File: src/sv/hncd_pkg.sv
// Shared constants, register codes and inter-module structs of the heightmap normal block.
// No dependencies; every other file of the block but the defines header imports this package.
package hncd_pkg;

   localparam int MaxRowWidth  = 256;
   localparam int MinRowWidth  = 4;
   localparam int ColBits      = $clog2(MaxRowWidth);
   localparam int RowWidthBits = ColBits + 1;
   localparam int ScaleBits    = 16;
   localparam int SampleBits   = 16;
   localparam int CoordBits    = 8;
   localparam int NormBits     = 16;

   localparam int CsrIndexBits = 1;
   localparam int CsrDataBits  = 16;

   typedef enum logic [CsrIndexBits-1:0] {
      CSR_ROW_WIDTH    = 1'b0,
      CSR_HEIGHT_SCALE = 1'b1
   } csr_index_type;

   localparam logic [RowWidthBits-1:0] RowWidthReset = RowWidthBits'(67);
   localparam logic [ScaleBits-1:0]    ScaleReset    = ScaleBits'(256);

   // Arithmetic widths: scaled differences, shifted magnitudes, squares and root.
   localparam int ProdBits    = 2 * SampleBits;
   localparam int MagBits     = 30;
   localparam int SqBits      = 2 * MagBits;
   localparam int SumBits     = SqBits + 2;
   localparam int RootBits    = 32;
   localparam int IsqBits     = 2 * RootBits;
   localparam int FracBits    = 15;
   localparam int QuotBits    = FracBits + 1;
   localparam int QuotCntBits = $clog2(QuotBits);
   localparam int DivNumBits  = MagBits + FracBits + 1;
   localparam int DivDenBits  = RootBits + FracBits;
   localparam int Lanes       = 3;

   // Vertical term of the unnormalised normal, two full sample ranges.
   localparam logic [ProdBits-1:0] YTerm  = ProdBits'(2 * 65535);
   localparam logic [NormBits-1:0] Q15Max = NormBits'(32767);

   typedef struct packed {
      logic                  rd_en;
      logic                  wr_en;
      logic [ColBits-1:0]    col;
      logic [SampleBits-1:0] sample;
   } ls_cmd_type;

   typedef struct packed {
      logic [SampleBits-1:0] up;
      logic [SampleBits-1:0] centre;
      logic [SampleBits-1:0] right;
   } ls_data_type;

   typedef struct packed {
      logic                           start;
      logic [RootBits-1:0]            root;
      logic [Lanes-1:0][MagBits-1:0]  mag;
      logic [Lanes-1:0]               neg;
   } div_req_type;

   typedef struct packed {
      logic                           done;
      logic [Lanes-1:0][NormBits-1:0] norm;
   } div_rsp_type;

endpackage

File: src/sv/hncd_isqrt.sv
// Integer square root giving a 32-bit root, one result bit per cycle.
// Depends on hncd_pkg for the operand widths.
module hncd_isqrt (
   input  logic                          clock,
   input  logic                          reset,
   input  logic                          start,
   input  logic [hncd_pkg::SumBits-1:0]  radicand,
   output logic                          done,
   output logic [hncd_pkg::RootBits-1:0] root
);
   import hncd_pkg::*;

   localparam logic [IsqBits-1:0] FirstBit = IsqBits'(1) << (IsqBits - 2);

   logic [IsqBits-1:0] rem_ff;
   logic [IsqBits-1:0] res_ff;
   logic [IsqBits-1:0] bit_ff;
   logic               busy_ff;
   logic               busy_in;
   logic               done_ff;
   logic               done_in;
   logic [IsqBits-1:0] trial;
   logic               take;

   assign trial = res_ff + bit_ff;
   assign take  = rem_ff >= trial;

   always_comb begin
      done_in = busy_ff && bit_ff[0];
      busy_in = busy_ff;
      if (start) begin
         busy_in = 1'b1;
      end else if (busy_ff && bit_ff[0]) begin
         busy_in = 1'b0;
      end
   end

   always_ff @(posedge clock) begin
      if (reset) begin
         busy_ff <= 1'b0;
         done_ff <= 1'b0;
      end else begin
         busy_ff <= busy_in;
         done_ff <= done_in;
      end
   end

   always_ff @(posedge clock) begin
      if (start) begin
         rem_ff <= IsqBits'(radicand);
         res_ff <= '0;
         bit_ff <= FirstBit;
      end else if (busy_ff) begin
         if (take) begin
            rem_ff <= rem_ff - trial;
            res_ff <= (res_ff >> 1) + bit_ff;
         end else begin
            res_ff <= res_ff >> 1;
         end
         bit_ff <= bit_ff >> 2;
      end
   end

   assign done = done_ff;
   assign root = res_ff[RootBits-1:0];

endmodule

File: config.mk
export PLATFORM = sky130hd
export DESIGN_NAME = hncd_isqrt
export DESIGN_NICKNAME = d
export VERILOG_FILES = /design/src/sv/hncd_pkg.sv /design/src/sv/hncd_isqrt.sv
export SDC_FILE = /design/constraint.sdc
export NUM_CORES = 1
export LEC_CHECK = 0
export BUFFER_PORTS_ARGS = -buffer_cell sky130_fd_sc_hd__buf_2
export CAP_MARGIN = 20
export CORE_AREA = 2 2 151 189
export DETAILED_ROUTE_END_ITERATION = 6
export DIE_AREA = 0 0 153 191
export HOLD_SLACK_MARGIN = 0.08
export PLACE_DENSITY = 0.78
export SLEW_MARGIN = 20
export SYNTH_ARGS = -nofsm -noshare
export SYNTH_HDL_FRONTEND = slang
export SYNTH_SLANG_ARGS = --single-unit
File: constraint.sdc
create_clock -name clock -period 5.5 [get_ports clock]
set_input_delay 0.275 -clock clock [delete_from_list [all_inputs] [get_ports clock]]
set_output_delay 0.275 -clock clock [all_outputs]
set_load 0.05 [all_outputs]
==> results.yml <==
status:
  status: "completed"
detailed_routing:
  ant_nets: 0
  avgRoutedWirePerCell_um: 19.9
  vias: 16289
  drt_iter0_drc: 1452
  wl_mm: 50.2
  avgViaCountPerCell: 6.44
  drc: 0
  dr.pass1.iters: 6
die:
  die_h_um: 191
  rows: 68
  core-area_um2: 27500
  start_util: 0.561
  die_w_um: 153
  ios: 98
  dieArea_um2: 29200
yosys:
  yosys.area.top_type: "dfxtp_1"
  synth_edf_count: 62
  ys_types: 82
  synth_area_leaders: "dfxtp_1, edfxtp_1, ha_1, nand2_1, o21ai_0"
  synth_seq_cells: 162
  netlist.area_leader.share: 0.130
  synth_cells: 1988
  dominantRegCellSynth: "dfxtp_1"
  async_reset_ff_frac: 0
  yosysWarnings: 0
  syn_nets: 2184
  synthesis.area_um2: 15400
  seq_area_frac_synth: 0.251
  avgSynthCellArea_um2: 7.75
pwr:
  p_leak_uw: 0.00746
  p_sw_uw: 3770
  powerDensity_nw_per_um2: 459
  p_sw_frac: 0.448
  ir_drop_v: 0.000325
  combPwrFrac: 0.638
  pwr-share-clk: 0.148
  internal-power_uw: 4660
  seqPwrFrac: 0.214
critical_path:
  cp_top_family: "compound AO/OA/AOI/OAI gates"
  cp.depth: 27
  path_buf_inv: 6
  startpoint: "bit_ff[2]"
  critPathRequiredTime_ps: 5830
  endpoint: "res_ff[20]"
  worst_path_max_delay_cell: "a2111o_1"
  startpoint_type: "register"
  crit_fanout: 18
  critPathCaptureType: "register"
  cp_slowest_stage_delay_ps: 510
  setup.worst_path.class: "register to register"
  r2r_start: "bit_ff[2]"
  crit_arrival_ps: 5790
  r2r_slack_ps: 40
  r2r.worst_path.cells: 27
  r2r_end: "res_ff[20]"
sta:
  rsz0062_at_grt: "yes"
  finalHoldViolCount: 0
  skew_ps: 15.1
  fmax_ghz: 0.183
  period_needed_ps: 5460
  tns_ps: 0
  setup_viol: 0
  post-route-period-util: 0.993
  relSlewSlack: 0.354
  whs_ps: 98.2
  drv_slew: 0
  layout_setup_ws_ps: 37.6
  tightest_slew_ps: 969
global_route:
  grt_use_met2: 0.593
  grt_pass1_wl_mm: 78.1
  grt.total_usage: 0.328
  met1_usage: 0.354
  grt_start_max_net_pins: 87
  grt_overflow: 0
  antenna_found_initial: 0
  grtUsageMet3: 0.0553
  grt-busiest-layer: "met2"
  grt_pass1_vias: 15924
clocking:
  cts_buffers: 17
  clock-sinks: 162
  clk-insertion-delay-late_ps: 450
  clock_path_buffers: 2
  cts_tree: "done"
  cts_root_buf: "clkbuf_16"
  htreeDepth: 4
  cts.reportedPaths.clkPinSlew_ps: 70
layout:
  fillers: 2291
  n_antenna_cell: 0
  syn2layout_area_growth_pct: 19.3
  drive_gt1_frac: 0.193
  nets: 2362
  most-common-layout-cells: "nand2_1, nor2_1, buf_4"
  fin_area_um2: 18400
  fin_cells: 2529
  final_common_cell: "nand2_1"
run:
  maxCapViolations: 0
placement:
  dp_hpwl_mm: 37.0
  dp.cells: 2476
  portBuffers: 97
  placed_cell_area_um2: 17100
  routabilityCongestion: 1.02
  place_ws_ps: -230
worst_hold_path:
  hp-start: "radicand[49]"
  hold_class: "input port to register"
-- worst reg2reg max path, delay by kind of cell, from the launching register on --
family                     cells  cell delay [ps]
AOI/OAI and AO/OA             13             2650
xor gates and xnor gates       1              170
adders and majority gates      2              510
DFF                            1              340
and+or+nand+nor                5              750
buffers and inverters          6              880
-- layer usage --
metal  up-vias  share of wire  wire [µm]
met5         -              0          0
met4         0          0.067       3360
met3       246          0.063       3150
met2       693           0.49      24500
met1      7642           0.38      19200
li1       7708              -          -
-- cell type report --
class,count,area (µm²),area share
clock inverters,14,150,0.00816
repair buffers,291,2200,0.120
inverters,51,191,0.0104
well taps,350,438,0.0238
flip-flops and latches,162,3870,0.210
multi-input cells,1643,11100,0.604
clock buffers,18,439,0.0239
-- through the flow --
| stage | utilization | power, µW |
|---|---|---|
| final | 0.669 | 8430 |
| after floorplan | - | 4970 |
| after global placement | 0.622 | 6470 |
| after CTS | 0.650 | 7880 |
| after detailed placement | 0.622 | 6570 |
| after global routing | 0.669 | 8930 |
-- how the worst min path moves through the flow --
| stage | to | slack, ps | cells past startpoint |
|---|---|---|---|
| global placement | busy_ff | 440 | 2 |
| finish | rem_ff[49] | 100 | 3 |
| detailed placement | busy_ff | 450 | 2 |
| floorplan | done | 350 | 1 |
| global route | rem_ff[46] | 110 | 3 |
| CTS | rem_ff[49] | 90 | 3 |
-- cells by family after synthesis --
group,count (synthesis),synth area share
xor+xnor,131,0.0744
mux,47,0.0308
compound gates,650,0.279
flops,162,0.251
fa+ha+maj,131,0.107
simple gates,684,0.205
buf+inv,183,0.0536
-- power by group through the flow --
stage / Sequential, µW / Combinational (µW) / Clock (µW)
final: 1810 / 5380 / 1240
after global routing: 1820 / 5810 / 1300
after CTS: 1790 / 4840 / 1250
after detailed placement: 1810 / 4760 / 0
after global placement: 1810 / 4660 / 0
after floorplan: 1750 / 3220 / 0
-- timing repair --
item / 4_1_cts / 5_1_grt
gates cloned: 2 / 3
endpoints found under the hold margin: 2 / 0
pin swaps: 6 / 41
endpoints found under the setup margin: 116 / 144
setup buffers: 1 / 14
resized for setup: 24 / 67
hold buffers: 1 / 0
-- registers in the layout, summed over array words and instances, names as in the netlist --
name	flops
res_ff	64
done	1
rem_ff	64
busy_ff	1
bit_ff	32
-- synthesized netlist by cell type, drive strengths merged, types with 5 or more instances --
library cell,number
nor4,13
buf,54
and2,18
a21o,50
or4,5
nor3,35
mux2i,43
clkbuf,78
nor2b,19
ha,130
inv,50
a311oi,24
o211ai,14
dfxtp,100
and3,24
a21oi,130
or3,19
nor3b,5
nand2b,17
a2111o,5
edfxtp,62
a2111oi,6
o22ai,5
a211oi,32
o31ai,24
o21bai,25
o21a,30
o21ai,162
nand2,235
xor2,56
a31o,11
nor2,198
a221oi,14
nand3,39
a21boi,12
a31oi,60
xnor2,75
o41ai,6
nand4,45
o311a,5
o31a,5
No activity file was read; power rests on OpenSTA's default activity.
