$ cat src/sv/hncd_pkg.sv
// Shared constants, register codes and inter-module structs of the heightmap normal block.
// No dependencies; every other file of the block but the defines header imports this package.
package hncd_pkg;

   localparam int MaxRowWidth  = 256;
   localparam int MinRowWidth  = 4;
   localparam int ColBits      = $clog2(MaxRowWidth);
   localparam int RowWidthBits = ColBits + 1;
   localparam int ScaleBits    = 16;
   localparam int SampleBits   = 16;
   localparam int CoordBits    = 8;
   localparam int NormBits     = 16;

   localparam int CsrIndexBits = 1;
   localparam int CsrDataBits  = 16;

   typedef enum logic [CsrIndexBits-1:0] {
      CSR_ROW_WIDTH    = 1'b0,
      CSR_HEIGHT_SCALE = 1'b1
   } csr_index_type;

   localparam logic [RowWidthBits-1:0] RowWidthReset = RowWidthBits'(67);
   localparam logic [ScaleBits-1:0]    ScaleReset    = ScaleBits'(256);

   // Arithmetic widths: scaled differences, shifted magnitudes, squares and root.
   localparam int ProdBits    = 2 * SampleBits;
   localparam int MagBits     = 30;
   localparam int SqBits      = 2 * MagBits;
   localparam int SumBits     = SqBits + 2;
   localparam int RootBits    = 32;
   localparam int IsqBits     = 2 * RootBits;
   localparam int FracBits    = 15;
   localparam int QuotBits    = FracBits + 1;
   localparam int QuotCntBits = $clog2(QuotBits);
   localparam int DivNumBits  = MagBits + FracBits + 1;
   localparam int DivDenBits  = RootBits + FracBits;
   localparam int Lanes       = 3;

   // Vertical term of the unnormalised normal, two full sample ranges.
   localparam logic [ProdBits-1:0] YTerm  = ProdBits'(2 * 65535);
   localparam logic [NormBits-1:0] Q15Max = NormBits'(32767);

   typedef struct packed {
      logic                  rd_en;
      logic                  wr_en;
      logic [ColBits-1:0]    col;
      logic [SampleBits-1:0] sample;
   } ls_cmd_type;

   typedef struct packed {
      logic [SampleBits-1:0] up;
      logic [SampleBits-1:0] centre;
      logic [SampleBits-1:0] right;
   } ls_data_type;

   typedef struct packed {
      logic                           start;
      logic [RootBits-1:0]            root;
      logic [Lanes-1:0][MagBits-1:0]  mag;
      logic [Lanes-1:0]               neg;
   } div_req_type;

   typedef struct packed {
      logic                           done;
      logic [Lanes-1:0][NormBits-1:0] norm;
   } div_rsp_type;

endpackage

$ cat src/sv/hncd_divider.sv
// Three-lane restoring divider giving rounded, saturated, signed Q1.15 components.
// Depends on hncd_pkg for the request and response structs.
module hncd_divider (
   input  logic                  clock,
   input  logic                  reset,
   input  hncd_pkg::div_req_type req,
   output hncd_pkg::div_rsp_type rsp
);
   import hncd_pkg::*;

   logic [DivNumBits-1:0]  num_ff [Lanes];
   logic [QuotBits-1:0]    quot_ff [Lanes];
   logic [Lanes-1:0]       neg_ff;
   logic [DivDenBits-1:0]  den_ff;
   logic [QuotCntBits-1:0] cnt_ff;
   logic [QuotCntBits-1:0] cnt_in;
   logic                   busy_ff;
   logic                   busy_in;
   logic                   done_ff;
   logic                   done_in;
   logic [Lanes-1:0]       ge;
   logic [NormBits-1:0]    mag_q [Lanes];

   always_comb begin
      for (int k = 0; k < Lanes; k++) begin
         ge[k] = DivDenBits'(num_ff[k]) >= den_ff;
      end
   end

   always_comb begin
      busy_in = busy_ff;
      cnt_in  = cnt_ff;
      done_in = busy_ff && (cnt_ff == '0);
      if (req.start) begin
         busy_in = 1'b1;
         cnt_in  = QuotCntBits'(QuotBits - 1);
      end else if (busy_ff) begin
         cnt_in = cnt_ff - QuotCntBits'(1);
         if (cnt_ff == '0) begin
            busy_in = 1'b0;
         end
      end
   end

   always_ff @(posedge clock) begin
      if (reset) begin
         busy_ff <= 1'b0;
         done_ff <= 1'b0;
         cnt_ff  <= '0;
      end else begin
         busy_ff <= busy_in;
         done_ff <= done_in;
         cnt_ff  <= cnt_in;
      end
   end

   // The numerator carries half the divisor so that the truncating quotient rounds.
   always_ff @(posedge clock) begin
      if (req.start) begin
         for (int k = 0; k < Lanes; k++) begin
            num_ff[k]  <= DivNumBits'({req.mag[k], FracBits'(0)})
                          + DivNumBits'(req.root >> 1);
            quot_ff[k] <= '0;
         end
         neg_ff <= req.neg;
         den_ff <= DivDenBits'(req.root) << FracBits;
      end else if (busy_ff) begin
         for (int k = 0; k < Lanes; k++) begin
            if (ge[k]) begin
               num_ff[k] <= num_ff[k] - DivNumBits'(den_ff);
            end
            quot_ff[k] <= {quot_ff[k][QuotBits-2:0], ge[k]};
         end
         den_ff <= den_ff >> 1;
      end
   end

   // A magnitude never exceeds the root, so the quotient is at most one past Q15Max.
   always_comb begin
      for (int k = 0; k < Lanes; k++) begin
         mag_q[k] = quot_ff[k][QuotBits-1] ? Q15Max : {1'b0, quot_ff[k][QuotBits-2:0]};
         rsp.norm[k] = neg_ff[k] ? (NormBits'(0) - mag_q[k]) : mag_q[k];
      end
   end

   assign rsp.done = done_ff;

endmodule

$ cat config.mk
export PLATFORM = sky130hd
export DESIGN_NAME = hncd_divider
export DESIGN_NICKNAME = d
export VERILOG_FILES = /design/src/sv/hncd_pkg.sv /design/src/sv/hncd_divider.sv
export SDC_FILE = /design/constraint.sdc
export NUM_CORES = 1
export LEC_CHECK = 0
export ABC_AREA = 1
export BUFFER_PORTS_ARGS = -buffer_cell sky130_fd_sc_hd__buf_2
export CAP_MARGIN = 30
export CORE_ASPECT_RATIO = 0.6
export CORE_MARGIN = 2
export CORE_UTILIZATION = 30
export CTS_CLUSTER_DIAMETER = 200
export CTS_CLUSTER_SIZE = 28
export DETAILED_ROUTE_END_ITERATION = 10
export GPL_TIMING_DRIVEN = 0
export PLACE_DENSITY = 0.55
export SKIP_LAST_GASP = 1
export SYNTH_ARGS = -nofsm -noshare
export SYNTH_HDL_FRONTEND = slang
export SYNTH_SLANG_ARGS = --single-unit
$ cat constraint.sdc
create_clock -name clock -period 7.5 [get_ports clock]
set_input_delay 1.5 -clock clock [delete_from_list [all_inputs] [get_ports clock]]
set_output_delay 1.5 -clock clock [all_outputs]
set_load 0.05 [all_outputs]
==> reports/qor.yml <==
status: "complete, no violations"
worst_pin_slew_ns: 1.03
ir_worst_vdd_uv: 117
finalSetupViolations: 0
ant_nets: 0
core-area_sq_um: 85700
syn_nets: 4402
timing.setup.tns_ns: 0
pin_count: 177
finalPower_mw: 6.31
cts_resized: 0
clkLatencyLatePin_ns: 0.54
use_met1_pct: 40.4
crit_path_end_kind: "output port"
cts.reportedPaths.clkPinSlew_ns: 0.12
max_cap_viol_count: 0
hold_buffers: 0
worstSetupStartpointType: "flop"
place_congestion: 1.03
synth-edff-count: 221
syn_area_per_cell_sq_um: 6.38
r2r_cells: 13
grt_max_degree: 41
layout.nets: 4597
r2r_end: "num_ff[0][54]"
fin_crit_sh_pct: 62.5
synth_warnings: 0
cts.sinks: 242
clock_skew_ns: 0.0337
vias: 27691
min_period_ns: 4.69
ys_top_cells_by_area: "edfxtp_1 26%, nand2_1 20%, ha_1 9.1%"
synth_cells: 4078
root_buffer: "clkbuf_16"
die_y_microns: 232
p_per_area_nw_per_um2: 219
route.detailed.drc: 0
rsz0062_at_grt: "false"
grt_pass1_vias: 24251
hpwl_microns: 95200
ff2ff_setup_slack_ns: 2.95
antenna_found_initial: 2
grt.total_usage_pct: 24.0
yosysTopAreaCell: "edfxtp_1"
cp.arrival_ns: 3.19
holdPathEnd: "cnt_ff[3]"
crit_required_ns: 6.00
routedWlPerCell_microns: 20.3
final_common_cell: "nand2_1"
ys.flop_type: "edfxtp_1"
cp_max_fo: 10
slew_headroom_pct: 30.4
async_reset_ff_share_pct: 0
grt_pass1_wl_microns: 159000
areaGrowthSynthToFinish_pct: 10.6
whs_ns: 0.491
start_util_pct: 30.4
synth_cell_type_count: 45
rows: 83
grt_util_met3_pct: 9.47
ys_seq_area_share_pct: 27.1
postPlaceCellArea_sq_um: 28400
rr_startpoint: "den_ff[15]"
cts_post_setup_buffers_inserted: 0
grt_overflow: 0
power.leakage_nw: 14.2
cts_tree: "yes"
port_buffers: 176
ys_seq_elements: 242
min_from: "cnt_ff[3]"
postLayoutCellArea_sq_um: 28800
drt_iter0_drc: 3482
fp.dieArea_sq_um: 89200
htree_levels: 1
first_pass_iters: 6
hold_depth: 2
netlist.area_leader.share_pct: 25.5
fp.dieW_microns: 384
wirelength_microns: 110000
worst_hold_path_type: "reg2reg"
finalHoldViolCount: 0
grt.busiest_layer: "met1"
diodes: 0
critPathKind: "reg2out"
clockBufferDepth: 3
maxSlewViolCount: 0
final_cell_mix: "1362 x nand2_1, 583 x inv_1, 442 x nor2_1, 231 x a21oi_1, 221 x edfxtp_1"
synth_area_sq_um: 26000
clock.fmax_ghz: 0.213
viasPerCell: 5.11
use_met2_pct: 27.2
postLayoutCoreUtil_pct: 33.6
drive_above_1_share_pct: 6.50
numCtsBuffers: 12
==> Yosys cell counts, drive strengths merged (2+ instances only) <==
cell	instances
a21boi	5
nand3	215
nor2	449
clkbuf	22
o22ai	15
fa	6
nand4	198
nor4	3
a21o	8
o21ai	162
o211ai	2
dfxtp	21
inv	597
and3	3
and2	6
edfxtp	221
o21a	7
buf	53
xor2	120
ha	190
a21oi	232
xnor2	52
nand2	1366
o31ai	3
a31oi	10
nor3	62
or2	3
o21bai	36
nand3b	7
==> routing by layer <==
| layer | wire length, microns | share of wire [%] |
|---|---|---|
| met4 | 842 | 0.76 |
| met3 | 15900 | 14 |
| met5 | 117 | 0.11 |
| met2 | 35300 | 32 |
| met1 | 57900 | 53 |
==> state kept, by name (all words and copies together) (netlist names) <==
name / flops
quot_ff: 48
num_ff: 138
cnt_ff: 4
neg_ff: 3
done_ff: 1
den_ff: 47
busy_ff: 1
==> metrics by stage <==
stage | setup WS, ns | instances
2_1_floorplan | 2.69 | 4078
3_3_place_gp | 0.388 | 5401
3_5_place_dp | 2.68 | 5406
4_1_cts | 2.83 | 5422
5_1_grt | 2.50 | 5422
6_report | 2.81 | 5422
==> how the worst max path moves through the flow <==
| stage | to | startpoint | slack, ns | cells past startpoint |
|---|---|---|---|---|
| after CTS | rsp[14] | quot_ff[0][15] | 2.83 | 11 |
| after global placement | quot_ff[0][27] | req[125] | 0.39 | 5 |
| after detailed placement | num_ff[0][49] | req[125] | 2.68 | 8 |
| after floorplan | den_ff[15] | req[125] | 2.69 | 4 |
| final | rsp[14] | quot_ff[0][15] | 2.81 | 11 |
| after global routing | rsp[14] | quot_ff[0][15] | 2.50 | 11 |
==> cell type report <==
| type | count | area, sq um |
|---|---|---|
| fillers | 9528 | 56900 |
| multi-input cells | 3164 | 16300 |
| flip-flops and latches | 242 | 7060 |
| inverters | 597 | 2240 |
| well taps | 1147 | 1440 |
| repair buffers | 181 | 981 |
| plain buffers | 75 | 463 |
| clock buffers | 15 | 333 |
| clock inverters | 1 | 11.3 |
==> worst max-delay path, cell delays in order, from the launching register on <==
cell and delay (ns):
edfxtp_1 0.37, clkbuf_1 0.19, clkbuf_1 0.27, nor2_1 0.19
ha_1 0.20, nand4_1 0.13, o21ai_0 0.33, o21ai_0 0.22
nor2_1 0.18, o21ai_0 0.15, xnor2_1 0.15, buf_2 0.28
==> cells by family after synthesis <==
| logic type | after synthesis | synth area share [%] |
|---|---|---|
| simple gates | 2312 | 37.0 |
| xor+xnor | 172 | 5.79 |
| flops | 242 | 27.1 |
| buf+inv | 672 | 10.4 |
| compound gates | 484 | 10.1 |
| fa+ha+maj | 196 | 9.60 |
==> power by group <==
group	leakage (nW)	switching (mW)	internal, mW
clock network	0.169	0.486	0.323
logic	11.6	2.67	1.05
registers	2.42	0.0733	1.71
No activity file was read; power rests on OpenSTA's default activity.
